<file path="src/design/bba_pkg.sv">
// package for the bitmap block allocator: field widths, codes and the
// command, status and response types shared by controller, datapath and top
// no dependencies
package bba_pkg;

    localparam int CMD_W          = 3;
    localparam int ID_W           = 12;
    localparam int ST_W           = 2;
    localparam int REG_W          = 13;
    localparam int CFG_IDX_W      = 2;
    localparam int MAP_WORD_W     = 64;
    localparam int MAP_WORD_SHIFT = 6;

    localparam logic [REG_W-1:0] BLOCK_COUNT_RST = 13'd4096;

    typedef enum logic [CMD_W-1:0] {
        CMD_ALLOC_DATA = 3'd0,
        CMD_ALLOC_RSV  = 3'd1,
        CMD_MARK_USED  = 3'd2,
        CMD_MARK_FREE  = 3'd3,
        CMD_QUERY      = 3'd4,
        CMD_SET_PTR    = 3'd5
    } t_cmd;

    typedef enum logic [ST_W-1:0] {
        ST_OK      = 2'd0,
        ST_NOSPACE = 2'd1,
        ST_INVALID = 2'd2
    } t_status;

    typedef enum logic [CFG_IDX_W-1:0] {
        REG_BLOCK_COUNT = 2'd0,
        REG_FIRST_DATA  = 2'd1,
        REG_FIRST_RSV   = 2'd2
    } t_reg_idx;

    typedef enum logic [1:0] {
        SC_PTR  = 2'd0,
        SC_WRAP = 2'd1,
        SC_RSV  = 2'd2
    } t_scan_sel;

    typedef struct packed {
        logic      clear;
        logic      load_id;
        logic      scan_start;
        t_scan_sel scan_sel;
        logic      id_rd;
        logic      take;
        logic      take_sp;
        logic      id_take;
        logic      id_give;
        logic      set_sp;
    } t_dp_cmd;

    typedef struct packed {
        logic             clr_last;
        logic             fc_zero;
        logic             sp_lt_lim;
        logic             fdb_lt_lim;
        logic             frb_lt_fdb;
        logic             id_bad;
        logic             id_bit;
        logic             scan_hit;
        logic             scan_miss;
        logic [ID_W-1:0]  hit_blk;
        logic [REG_W-1:0] free_total;
        logic [REG_W-1:0] free_data_total;
    } t_dp_sts;

    typedef struct packed {
        logic [ST_W-1:0]  status;
        logic [ID_W-1:0]  allocated_block;
        logic             is_free;
        logic [REG_W-1:0] free_total;
        logic [REG_W-1:0] free_data_total;
    } t_rsp;

endpackage

</file>
<file path="src/design/bba_ctrl.sv">
// controller of the bitmap block allocator: decodes commands, sequences the
// datapath and holds the response register; depends on bba_pkg
module bba_ctrl (
    input  logic                       i_clk,
    input  logic                       i_rst_n,
    input  logic                       i_in_valid,
    output logic                       o_in_ready,
    input  logic [bba_pkg::CMD_W-1:0]  i_command,
    input  logic                       i_out_ready,
    output logic                       o_out_valid,
    output bba_pkg::t_rsp              o_rsp,
    output bba_pkg::t_dp_cmd           o_dp_cmd,
    input  bba_pkg::t_dp_sts           i_dp_sts
);
    import bba_pkg::*;

    typedef enum logic [3:0] {
        S_CLEAR,
        S_IDLE,
        S_DECODE,
        S_SCAN1,
        S_SCAN2,
        S_SCANR,
        S_TAKE,
        S_IDCHK,
        S_DONE
    } t_state;

    t_state           r_state, n_state;
    logic [CMD_W-1:0] r_op, n_op;
    t_status          r_status, n_status;
    logic             r_granted, n_granted;
    logic             r_is_free, n_is_free;
    logic             r_out_valid, n_out_valid;
    t_rsp             r_rsp, n_rsp;

    always_comb begin
        n_state     = r_state;
        n_op        = r_op;
        n_status    = r_status;
        n_granted   = r_granted;
        n_is_free   = r_is_free;
        n_out_valid = (r_out_valid && i_out_ready) ? 1'b0 : r_out_valid;
        n_rsp       = r_rsp;
        o_dp_cmd    = '0;
        o_in_ready  = (r_state == S_IDLE);

        case (r_state)
            S_CLEAR: begin
                o_dp_cmd.clear = 1'b1;
                if (i_dp_sts.clr_last) n_state = S_IDLE;
            end
            S_IDLE: begin
                o_dp_cmd.load_id = i_in_valid;
                if (i_in_valid) begin
                    n_op      = i_command;
                    n_status  = ST_OK;
                    n_granted = 1'b0;
                    n_is_free = 1'b0;
                    n_state   = S_DECODE;
                end
            end
            S_DECODE: begin
                n_state = S_DONE;
                case (r_op)
                    CMD_ALLOC_DATA: begin
                        if (i_dp_sts.fc_zero) begin
                            n_status = ST_NOSPACE;
                        end else if (i_dp_sts.sp_lt_lim) begin
                            o_dp_cmd.scan_start = 1'b1;
                            o_dp_cmd.scan_sel   = SC_PTR;
                            n_state             = S_SCAN1;
                        end else if (i_dp_sts.fdb_lt_lim) begin
                            o_dp_cmd.scan_start = 1'b1;
                            o_dp_cmd.scan_sel   = SC_WRAP;
                            n_state             = S_SCAN2;
                        end else begin
                            n_status = ST_NOSPACE;
                        end
                    end
                    CMD_ALLOC_RSV: begin
                        if (i_dp_sts.frb_lt_fdb) begin
                            o_dp_cmd.scan_start = 1'b1;
                            o_dp_cmd.scan_sel   = SC_RSV;
                            n_state             = S_SCANR;
                        end else begin
                            n_status = ST_NOSPACE;
                        end
                    end
                    CMD_MARK_USED, CMD_MARK_FREE, CMD_QUERY: begin
                        if (i_dp_sts.id_bad) begin
                            n_status = ST_INVALID;
                        end else begin
                            o_dp_cmd.id_rd = 1'b1;
                            n_state        = S_IDCHK;
                        end
                    end
                    CMD_SET_PTR: begin
                        o_dp_cmd.set_sp = 1'b1;
                    end
                    default: begin
                        n_status = ST_INVALID;
                    end
                endcase
            end
            S_SCAN1: begin
                if (i_dp_sts.scan_hit) begin
                    n_state = S_TAKE;
                end else if (i_dp_sts.scan_miss) begin
                    if (i_dp_sts.fdb_lt_lim) begin
                        o_dp_cmd.scan_start = 1'b1;
                        o_dp_cmd.scan_sel   = SC_WRAP;
                        n_state             = S_SCAN2;
                    end else begin
                        n_status = ST_NOSPACE;
                        n_state  = S_DONE;
                    end
                end
            end
            S_SCAN2, S_SCANR: begin
                if (i_dp_sts.scan_hit) begin
                    n_state = S_TAKE;
                end else if (i_dp_sts.scan_miss) begin
                    n_status = ST_NOSPACE;
                    n_state  = S_DONE;
                end
            end
            S_TAKE: begin
                o_dp_cmd.take    = 1'b1;
                o_dp_cmd.take_sp = (r_op == CMD_ALLOC_DATA);
                n_granted        = 1'b1;
                n_state          = S_DONE;
            end
            S_IDCHK: begin
                n_state = S_DONE;
                case (r_op)
                    CMD_MARK_USED: begin
                        if (i_dp_sts.id_bit) o_dp_cmd.id_take = 1'b1;
                        else n_status = ST_INVALID;
                    end
                    CMD_MARK_FREE: begin
                        o_dp_cmd.id_give = ~i_dp_sts.id_bit;
                    end
                    default: begin
                        n_is_free = i_dp_sts.id_bit;
                    end
                endcase
            end
            S_DONE: begin
                if (!r_out_valid || i_out_ready) begin
                    n_out_valid           = 1'b1;
                    n_rsp.status          = r_status;
                    n_rsp.allocated_block = r_granted ? i_dp_sts.hit_blk : '0;
                    n_rsp.is_free         = r_is_free;
                    n_rsp.free_total      = i_dp_sts.free_total;
                    n_rsp.free_data_total = i_dp_sts.free_data_total;
                    n_state               = S_IDLE;
                end
            end
            default: begin
                n_state = S_IDLE;
            end
        endcase
    end

    always_ff @(posedge i_clk) begin
        if (!i_rst_n) begin
            r_state     <= S_CLEAR;
            r_out_valid <= 1'b0;
            r_op        <= CMD_ALLOC_DATA;
            r_status    <= ST_OK;
            r_granted   <= 1'b0;
            r_is_free   <= 1'b0;
        end else begin
            r_state     <= n_state;
            r_out_valid <= n_out_valid;
            r_op        <= n_op;
            r_status    <= n_status;
            r_granted   <= n_granted;
            r_is_free   <= n_is_free;
        end
        r_rsp <= n_rsp;
    end

    assign o_out_valid = r_out_valid;
    assign o_rsp       = r_rsp;

endmodule

</file>
<file path="config.mk">
export PLATFORM = sky130hd
export DESIGN_NAME = bba_ctrl
export DESIGN_NICKNAME = d
export VERILOG_FILES = /design/src/design/bba_pkg.sv /design/src/design/bba_ctrl.sv
export SDC_FILE = /design/constraint.sdc
export NUM_CORES = 1
export LEC_CHECK = 0
export BUFFER_PORTS_ARGS = -buffer_cell sky130_fd_sc_hd__buf_2
export CAP_MARGIN = 20
export CORE_MARGIN = 2
export CORE_UTILIZATION = 43
export CTS_BUF_LIST = sky130_fd_sc_hd__clkbuf_8
export DETAILED_ROUTE_END_ITERATION = 7
export GPL_ROUTABILITY_DRIVEN = 0
export PLACE_DENSITY_LB_ADDON = 0.05
export SLEW_MARGIN = 20
export SYNTH_ARGS = -nofsm -noshare
export SYNTH_HDL_FRONTEND = slang
export SYNTH_SLANG_ARGS = --single-unit
</file>
<file path="constraint.sdc">
create_clock -name i_clk -period 3.1 [get_ports i_clk]
set_input_delay 0.62 -clock i_clk [delete_from_list [all_inputs] [get_ports i_clk]]
set_output_delay 0.62 -clock i_clk [all_outputs]
set_load 0.05 [all_outputs]
</file>
-- Word-level counts from Yosys, hierarchy flattened
Index checks and enable logic that the tools add are counted.
- output and inout bits: 54
- logic and storage cells: 114
- bits of input ports: 54
- register bits after elaboration: 53
- bitwise operators: 1
- reductions and logical operators: 18
- equality and inequality tests: 29
- multiplexer cells: 55
- operators with widths (operator ; number):
    two-way mux 4 bit ; 12
    two-way mux 2 bit ; 14
    one-hot mux 4 bit (7 select lines) ; 1
    != test 2 bit (second input constant) ; 11
    two-way mux 3 bit ; 6
    equality test 4 x 3 -> 1 bit (second input constant) ; 4
    two-way mux 1 bit ; 15
    != test 3 bit (second input constant) ; 4
    one-hot mux 3 bit (2 select lines) ; 2
    one-hot mux 4 bit (3 select lines) ; 1
    AND reduction 12 bit ; 1
    one-hot mux 2 bit (5 select lines) ; 1
    equality test 4 x 2 -> 1 bit (second input constant) ; 2
    one-hot mux 2 bit (4 select lines) ; 1
    equality test 3 x 2 -> 1 bit (second input constant) ; 2
    equality test 3 bit (second input constant) ; 2
    AND reduction 2 bit ; 3
    OR reduction 2 bit ; 3
    AND reduction 5 bit ; 1
    nonzero test 5 bit ; 1
    equality test 4 x 1 -> 1 bit (second input constant) ; 1
    equality test 4 bit (second input constant) ; 1
    logical NOT 4 bit ; 1
    != test 4 bit (second input constant) ; 1
    other kinds (10) ; 12

-- Longest topological paths before layout
Gate-level depths: netlist of the first run.
- depth in word-level cells: 5
- depth in mapped cells: 6
- gate-level depth less buffers: 5

-- Worst setup path before layout of the first run
No wires, ideal clock.
- path kind: register to register
- from: register r_state[1]
- to: register r_rsp, in the netlist o_rsp[0] (enable)
- buffers on the path: 1
- data required time: 2656 ps
- stages on the path, launching flop included: 5
- slack: -34 ps
- clock period less this slack: 3134 ps
- data arrival time: 2690 ps
- library setup time: 444 ps
- path through: dfxtp_1 -> buf_2 -> nor2_1 -> nand3b_1 -> nor2b_1
- word-level cells in the longest chain between the ends: 2
- ends and longest elaborated chain (what ; line ; RTL):
    from (decl) ; bba_ctrl.sv:29 ; t_state r_state, n_state;
    from (signal assigned) ; bba_ctrl.sv:175 ; r_state <= n_state;
    equality test 4 bit ; bba_ctrl.sv:48 ; case (r_state)
    AND reduction 2 bit (no line) ; n/a ;
    to (signal assigned) ; bba_ctrl.sv:182 ; r_rsp <= n_rsp;
    to (decl) ; bba_ctrl.sv:35 ; t_rsp r_rsp, n_rsp;
No other way between the ends.
A chain may end at the register's enable or synchronous reset.

==> results_dict.tcl, run 1 <==
set metrics [dict create \
    stdcell_area_sq_um 3050 \
    drv.max_cap_violation_count 0 \
    synth.top_cell.area_share_pct 52.7 \
    finalCritPeriodShare_pct 85.6 \
    grt_setup_unrepaired "false" \
    number_of_global_route_vias_before_repair 1661 \
    final_setup_skew_ns 0.00615 \
    die-area_sq_um 6040 \
    synth_sequential_area_ratio_pct 63.0 \
    synthesis.instances 197 \
    status "finished, final reports clean" \
    via_count 1880 \
    grt_max_degree 42 \
    grt_antenna_before_repair 0 \
    netlist-cell-type-count 49 \
    timing.critical_path.buf_inv 2 \
    synthesis.area_per_instance_sq_um 11.9 \
    post_synth_main_area_contributors "sky130_fd_sc_hd__edfxtp_1 53%, sky130_fd_sc_hd__dfxtp_1 10%, sky130_fd_sc_hd__and2_1 3.2%" \
    postLayoutCoreUtil_pct 58.9 \
    postCtsResizedCells 0 \
    synth_compound_gate_area_share_pct 14.5 \
    wl_mm 5.16 \
    setup.worst_path.start_class "flip-flop" \
    hpwlAfterDp_mm 4.01 \
    synth_top_family_by_area "simple AND/OR/NAND/NOR gates" \
    htreeDepth 2 \
    start_util_pct 45.2 \
    groute.usage.overall_pct 17.4 \
    synth_ff_type "sky130_fd_sc_hd__edfxtp_1" \
    antenna_left 0 \
    drive_gt1_share_pct 41.0 \
    hold_violations 0 \
    cts_tree "done" \
    critical_path_arrival_ns 2.03 \
    critPathRequiredTime_ns 2.48 \
    synth-simple-area-share_pct 19.2 \
    ys_warn_count 0 \
    timing_max_transition_violations_final 0 \
    synth.largest_area_cell "sky130_fd_sc_hd__edfxtp_1" \
    whs_ns 0.446 \
    drt_pre_antenna_iters 4 \
    fmax_ghz 0.377 \
    detail_routed_via_count_per_cell 5.01 \
    post-cts-setup-buffer-count 0 \
    post_dp_cell_area_sq_um 2940 \
    slew_headroom_pct 67.7 \
    power_density_nw_per_um2 437 \
    worst_skew_pair.late_latency_ns 0.30 \
    setup_violation_total_in_the_final_timing_report 0 \
    totalPowerFinal_mw 1.33 \
    synth_edf_count 41 \
    clk_pin_slew_worst_paths_ns 0.09 \
    synth-seq-cells 53 \
    ctsHoldBuffers 0 \
    area_of_the_multi_input_gates_sq_um 793 \
    cp_cell_sequence "nand2b_1 > nor3_1 > buf_4 > nand2_1 > o31ai_1 > buf_2" \
    drt-initial-drc-count 84 \
    criticalPathCategory "reg2out" \
    floorplan_core_area_sq_um 5170 \
    ir_drop_mv 0.232 \
    yosys.area_share.adder_pct 0 \
    synth_xor_area_share_pct 0 \
    cts-buffers-inserted 5 \
    cpPeakStageDelay_ns 0.56 \
    area_growth_pct 30.5 \
    min_path_type "reg2reg" \
    crit_path_end_kind "output pin" \
    buffer_ports.inserted 107 \
    mappedNetlistArea_sq_um 2340 \
    floorplan.rows 26 \
    width_of_the_chip_um 77.7 \
    largest_delay_contributor_family_on_the_critical_path "flip-flops" \
    routed_wire_length_per_instance_um 13.7 \
    finalCriticalPeriod_ns 2.65 \
    nets 358 \
    die_y_um 77.7 \
    total_leakage_power_nw 1.31 \
    max-clock-path-buffers 2 \
    cpMaxStageDelayCell "sky130_fd_sc_hd__dfxtp_1" \
    clock-sinks 53 \
    syn-num-nets 251 \
    cts_root_buffer "sky130_fd_sc_hd__clkbuf_8" \
    sequential_cell_area_sq_um 1470 \
    route.detailed.drc 0 \
    tns_ns 0 \
    io_pins 108 \
    nFillCells 442 \
    synth_async_sr_flop_share_pct 0 \
    globalRouteOverflowTotal 0 \
    grt_first_pass_wirelength_mm 8.22 \
    crit_fanout 13 \
    worstMarginPinSlew_ns 0.485 \
    multiplexer_share_of_the_synthesized_area_pct 0 \
    n_antenna_cell 0 \
]
cell families after synthesis:
logic type	count (synthesis)
AOI/OAI and AO/OA	47
and+or+nand+nor	80
buffers and inverters	17
DFF	53
layout by cell type, fill, tap and decap left out, types with 2 or more instances in the layout:
cell / Yosys / final
sky130_fd_sc_hd__a211oi_1: 2 / 2
sky130_fd_sc_hd__a211oi_2: 2 / 2
sky130_fd_sc_hd__a21o_1: 2 / 2
sky130_fd_sc_hd__a21oi_1: 11 / 11
sky130_fd_sc_hd__a31oi_1: 4 / 4
sky130_fd_sc_hd__and2_1: 12 / 12
sky130_fd_sc_hd__buf_2: 3 / 107
sky130_fd_sc_hd__buf_4: 1 / 3
sky130_fd_sc_hd__clkbuf_8: 0 / 5
sky130_fd_sc_hd__dfxtp_1: 12 / 12
sky130_fd_sc_hd__edfxtp_1: 41 / 41
sky130_fd_sc_hd__inv_1: 6 / 7
sky130_fd_sc_hd__nand2_1: 18 / 18
sky130_fd_sc_hd__nand2b_1: 6 / 6
sky130_fd_sc_hd__nand3_1: 2 / 2
sky130_fd_sc_hd__nand3b_1: 4 / 4
sky130_fd_sc_hd__nand4_1: 2 / 2
sky130_fd_sc_hd__nor2_1: 11 / 11
sky130_fd_sc_hd__nor3_1: 6 / 6
sky130_fd_sc_hd__nor3b_1: 4 / 4
sky130_fd_sc_hd__nor4_1: 2 / 2
sky130_fd_sc_hd__o21a_1: 3 / 3
sky130_fd_sc_hd__o21ai_0: 6 / 6
sky130_fd_sc_hd__o21ai_1: 2 / 2
sky130_fd_sc_hd__o31ai_1: 4 / 4
sky130_fd_sc_hd__or3_1: 2 / 2
sky130_fd_sc_hd__or3b_1: 2 / 2
state kept, by name, summed over array words and instances (netlist names):
name         count
r_is_free        1
o_out_valid      1
r_granted        1
r_status         2
o_rsp           41
r_op             3
r_state          4
metal layers:
metal	share of wire, %	wire length (um)	GRT usage (%)	up-vias
li1	-	-	-	948
met1	43	2200	22.4	831
met2	48	2480	28.8	93
met3	7.3	376	3.72	8
met4	1.7	89	6.43	0
met5	0	0	0	-
area by class of cell:
class | count | share of cell area (%)
Multi-Input combinational cell | 127 | 26.0
Sequential cell | 53 | 48.3
Clock buffer | 5 | 2.26
Clock inverter | 3 | 1.40
Tap cell | 70 | 2.87
Timing Repair Buffer | 110 | 18.3
Inverter | 7 | 0.862
path summary, 6_finish.rpt:
| check | from | to | slack (ns) | cells past startpoint |
|---|---|---|---|---|
| worst max register to register | r_state[1] | o_rsp[30] | 1.22 | 4 |
| worst max-delay path | r_state[1] | o_dp_cmd[6] | 0.45 | 6 |
| worst min-delay path | r_is_free | o_rsp[26] | 0.45 | 0 |
| worst min register to register | r_is_free | o_rsp[26] | 0.45 | 0 |
stage by stage:
step | instances | worst slack [ns]
floorplan | 197 | 0.220
global placement | 367 | 0.819
detailed placement | 367 | 0.787
CTS | 375 | 0.473
global route | 375 | 0.294
finish | 375 | 0.448
where the power goes:
part	total [mW]	switching, mW	internal, mW
logic	0.111	0.0609	0.0501
registers	0.776	0.0112	0.764
clock network	0.445	0.206	0.239
synth_stat cells (2+ instances only):
library cell,count
sky130_fd_sc_hd__a211oi_1,2
sky130_fd_sc_hd__a211oi_2,2
sky130_fd_sc_hd__a21o_1,2
sky130_fd_sc_hd__a21oi_1,11
sky130_fd_sc_hd__a31oi_1,4
sky130_fd_sc_hd__and2_1,12
sky130_fd_sc_hd__buf_2,3
sky130_fd_sc_hd__clkbuf_1,4
sky130_fd_sc_hd__dfxtp_1,12
sky130_fd_sc_hd__edfxtp_1,41
sky130_fd_sc_hd__inv_1,6
sky130_fd_sc_hd__nand2_1,18
sky130_fd_sc_hd__nand2b_1,6
sky130_fd_sc_hd__nand3_1,2
sky130_fd_sc_hd__nand3b_1,4
sky130_fd_sc_hd__nand4_1,2
sky130_fd_sc_hd__nor2_1,11
sky130_fd_sc_hd__nor2b_1,2
sky130_fd_sc_hd__nor3_1,6
sky130_fd_sc_hd__nor3b_1,4
sky130_fd_sc_hd__nor4_1,2
sky130_fd_sc_hd__o21a_1,3
sky130_fd_sc_hd__o21ai_0,6
sky130_fd_sc_hd__o21ai_1,2
sky130_fd_sc_hd__o31ai_1,4
sky130_fd_sc_hd__or3_1,2
sky130_fd_sc_hd__or3b_1,2
Note: power is estimated with default switching activity, not from simulation.
==> run 2: changes to the inputs <==
- CAP_MARGIN: 20 -> 25
- MAX_ROUTING_LAYER: unset -> met4
==> run 2 against run 1 <==
Effect of this change: register-to-register slack hardly changed; design area stayed put; clock power hardly changed; utilization stayed put; clock skew is 0.00056 ns lower; final cell count stayed put; power hardly changed; worst setup slack worse by 0.00076 ns; global-route usage is 0.52 points higher; critical endpoint unchanged; largest cell class unchanged; highest routed layer unchanged.
==> results_dict.tcl, run 2 (synthesized netlist as in run 1, its figures left out) <==
set metrics [dict create \
    status "finished, final reports clean" \
    width_of_the_chip_um 77.7 \
    totalPowerFinal_mw 1.33 \
    p_comb_share_pct 8.3 \
    crit_path_end_kind "output pin" \
    via_count 1876 \
    nets 358 \
    hpwlAfterDp_mm 4.01 \
    grt_max_degree 42 \
    die-area_sq_um 6040 \
    crit_fanout 13 \
    floorplan_core_area_sq_um 5170 \
    destination_of_the_worst_hold_path "o_rsp[26]" \
    area_growth_pct 30.5 \
    floorplan.rows 26 \
    critPathRequiredTime_ns 2.48 \
    setup_violation_total_in_the_final_timing_report 0 \
    drive_gt1_share_pct 41.0 \
    routed_wire_length_per_instance_um 13.7 \
    worstHoldPathCells 0 \
    seqPwrFrac_pct 58.2 \
    route.detailed.drc 0 \
    clk_pin_slew_worst_paths_ns 0.09 \
    drt-initial-drc-count 89 \
    nFillCells 442 \
    cts_root_buffer "sky130_fd_sc_hd__clkbuf_8" \
    worst-r2r-cell-count 4 \
    final_setup_skew_ns 0.00559 \
    number_of_global_route_vias_before_repair 1657 \
    cell_internal_pwr_mw 1.05 \
    grt_setup_unrepaired "false" \
    cts-buffers-inserted 5 \
    tns_ns 0 \
    n_antenna_cell 0 \
    worstReg2RegStart "r_state[1]" \
    total_leakage_power_nw 1.31 \
    criticalPathCategory "reg2out" \
    cpPeakStageDelay_ns 0.56 \
    setup.worst_path.start_class "flip-flop" \
    finalCriticalPeriod_ns 2.65 \
    setup.reg_to_reg.worst_slack_ns 1.22 \
    timing_max_transition_violations_final 0 \
    ctsHoldBuffers 0 \
    final_cell_mix "107 x sky130_fd_sc_hd__buf_2, 41 x sky130_fd_sc_hd__edfxtp_1, 18 x sky130_fd_sc_hd__nand2_1" \
    drv.max_cap_violation_count 0 \
    fmax_ghz 0.377 \
    finalCritPeriodShare_pct 85.6 \
    groute.usage.overall_pct 17.9 \
    flip_flop_count_of_the_largest_register_after_layout 41 \
    grt_first_pass_wirelength_mm 8.22 \
    io_pins 108 \
    detail_routed_via_count_per_cell 5.00 \
    start_util_pct 45.2 \
    worstMarginPinSlew_ns 0.485 \
    cp_cell_sequence "nand2b_1 > nor3_1 > buf_4 > nand2_1 > o31ai_1 > buf_2" \
    power_density_nw_per_um2 437 \
    cpMaxStageDelayCell "sky130_fd_sc_hd__dfxtp_1" \
    min_path_type "reg2reg" \
    slew_headroom_pct 67.7 \
    critical_path_arrival_ns 2.03 \
    postCtsResizedCells 0 \
    crit-reg2reg-capture "o_rsp[30]" \
    globalRouteOverflowTotal 0 \
    buffer_ports.inserted 107 \
    ir_drop_mv 0.231 \
    clock-sinks 53 \
    timing.hold.worst.start "r_is_free" \
    drt_pre_antenna_iters 4 \
    hold_violations 0 \
    post-cts-setup-buffer-count 0 \
    htreeDepth 2 \
    power.net_switching_uw 278 \
    grt_antenna_before_repair 0 \
    commonest_non_fill_non_tap_cell_in_the_layout "sky130_fd_sc_hd__buf_2" \
    wl_mm 5.16 \
    die_y_um 77.7 \
    switching_share_pct 20.9 \
    cts_tree "done" \
    max-clock-path-buffers 2 \
    antenna_left 0 \
    worst_skew_pair.late_latency_ns 0.30 \
    clockPowerShare_pct 33.4 \
]
[run 2: how the worst max path moves through the flow]
stage | startpoint | cells past startpoint | end
after floorplan | r_state[3] | 4 | o_dp_cmd[6]
after global placement | i_dp_sts[43] | 5 | o_dp_cmd[6]
after detailed placement | i_dp_sts[43] | 5 | o_dp_cmd[6]
after CTS | r_state[1] | 6 | o_dp_cmd[6]
after global routing | r_state[1] | 6 | o_dp_cmd[6]
final | r_state[1] | 6 | o_dp_cmd[6]
[run 2: power groups by stage]
stage	registers [mW]	clock network, mW	logic, mW
2_1_floorplan	0.784	0	0.0658
3_3_place_gp	0.792	0	0.111
3_5_place_dp	0.792	0	0.111
4_1_cts	0.776	0.459	0.112
5_1_grt	0.777	0.487	0.122
6_report	0.776	0.445	0.111
[run 2: layout make-up]
class / count / area (sq um) / area share, %
clock buffer: 5 / 68.8 / 2.26
clock inverter: 3 / 42.5 / 1.40
inverter: 7 / 26.3 / 0.862
multi-input combinational: 127 / 793 / 26.0
sequential: 53 / 1470 / 48.3
tap: 70 / 87.6 / 2.87
timing repair buffer: 110 / 558 / 18.3
[run 2: stage by stage]
step,setup slack [ns],util (%),cells,instance area [sq um],hold WS (ns)
global placement,0.819,56.8,367,2940,0.422
floorplan,0.220,-,197,2340,0.408
detailed placement,0.787,56.8,367,2940,0.426
CTS,0.473,58.9,375,3050,0.446
global route,0.294,58.9,375,3050,0.448
finish,0.447,58.9,375,3050,0.446
[run 2: worst max-delay path, delay by kind of cell, from the launching register on]
| kind | cells | cell delay (ns) |
|---|---|---|
| simple gates | 3 | 0.46 |
| buf+inv | 2 | 0.47 |
| flops | 1 | 0.56 |
| compound gates | 1 | 0.24 |
[run 2: layer usage]
layer	GRT usage, %	wire length [um]	up-vias	share of wire, %
li1	-	-	947	-
met1	22.5	2160	829	42
met2	28.8	2490	92	48
met3	3.72	414	8	8.0
met4	6.43	89	0	1.7
met5	-	0	-	0
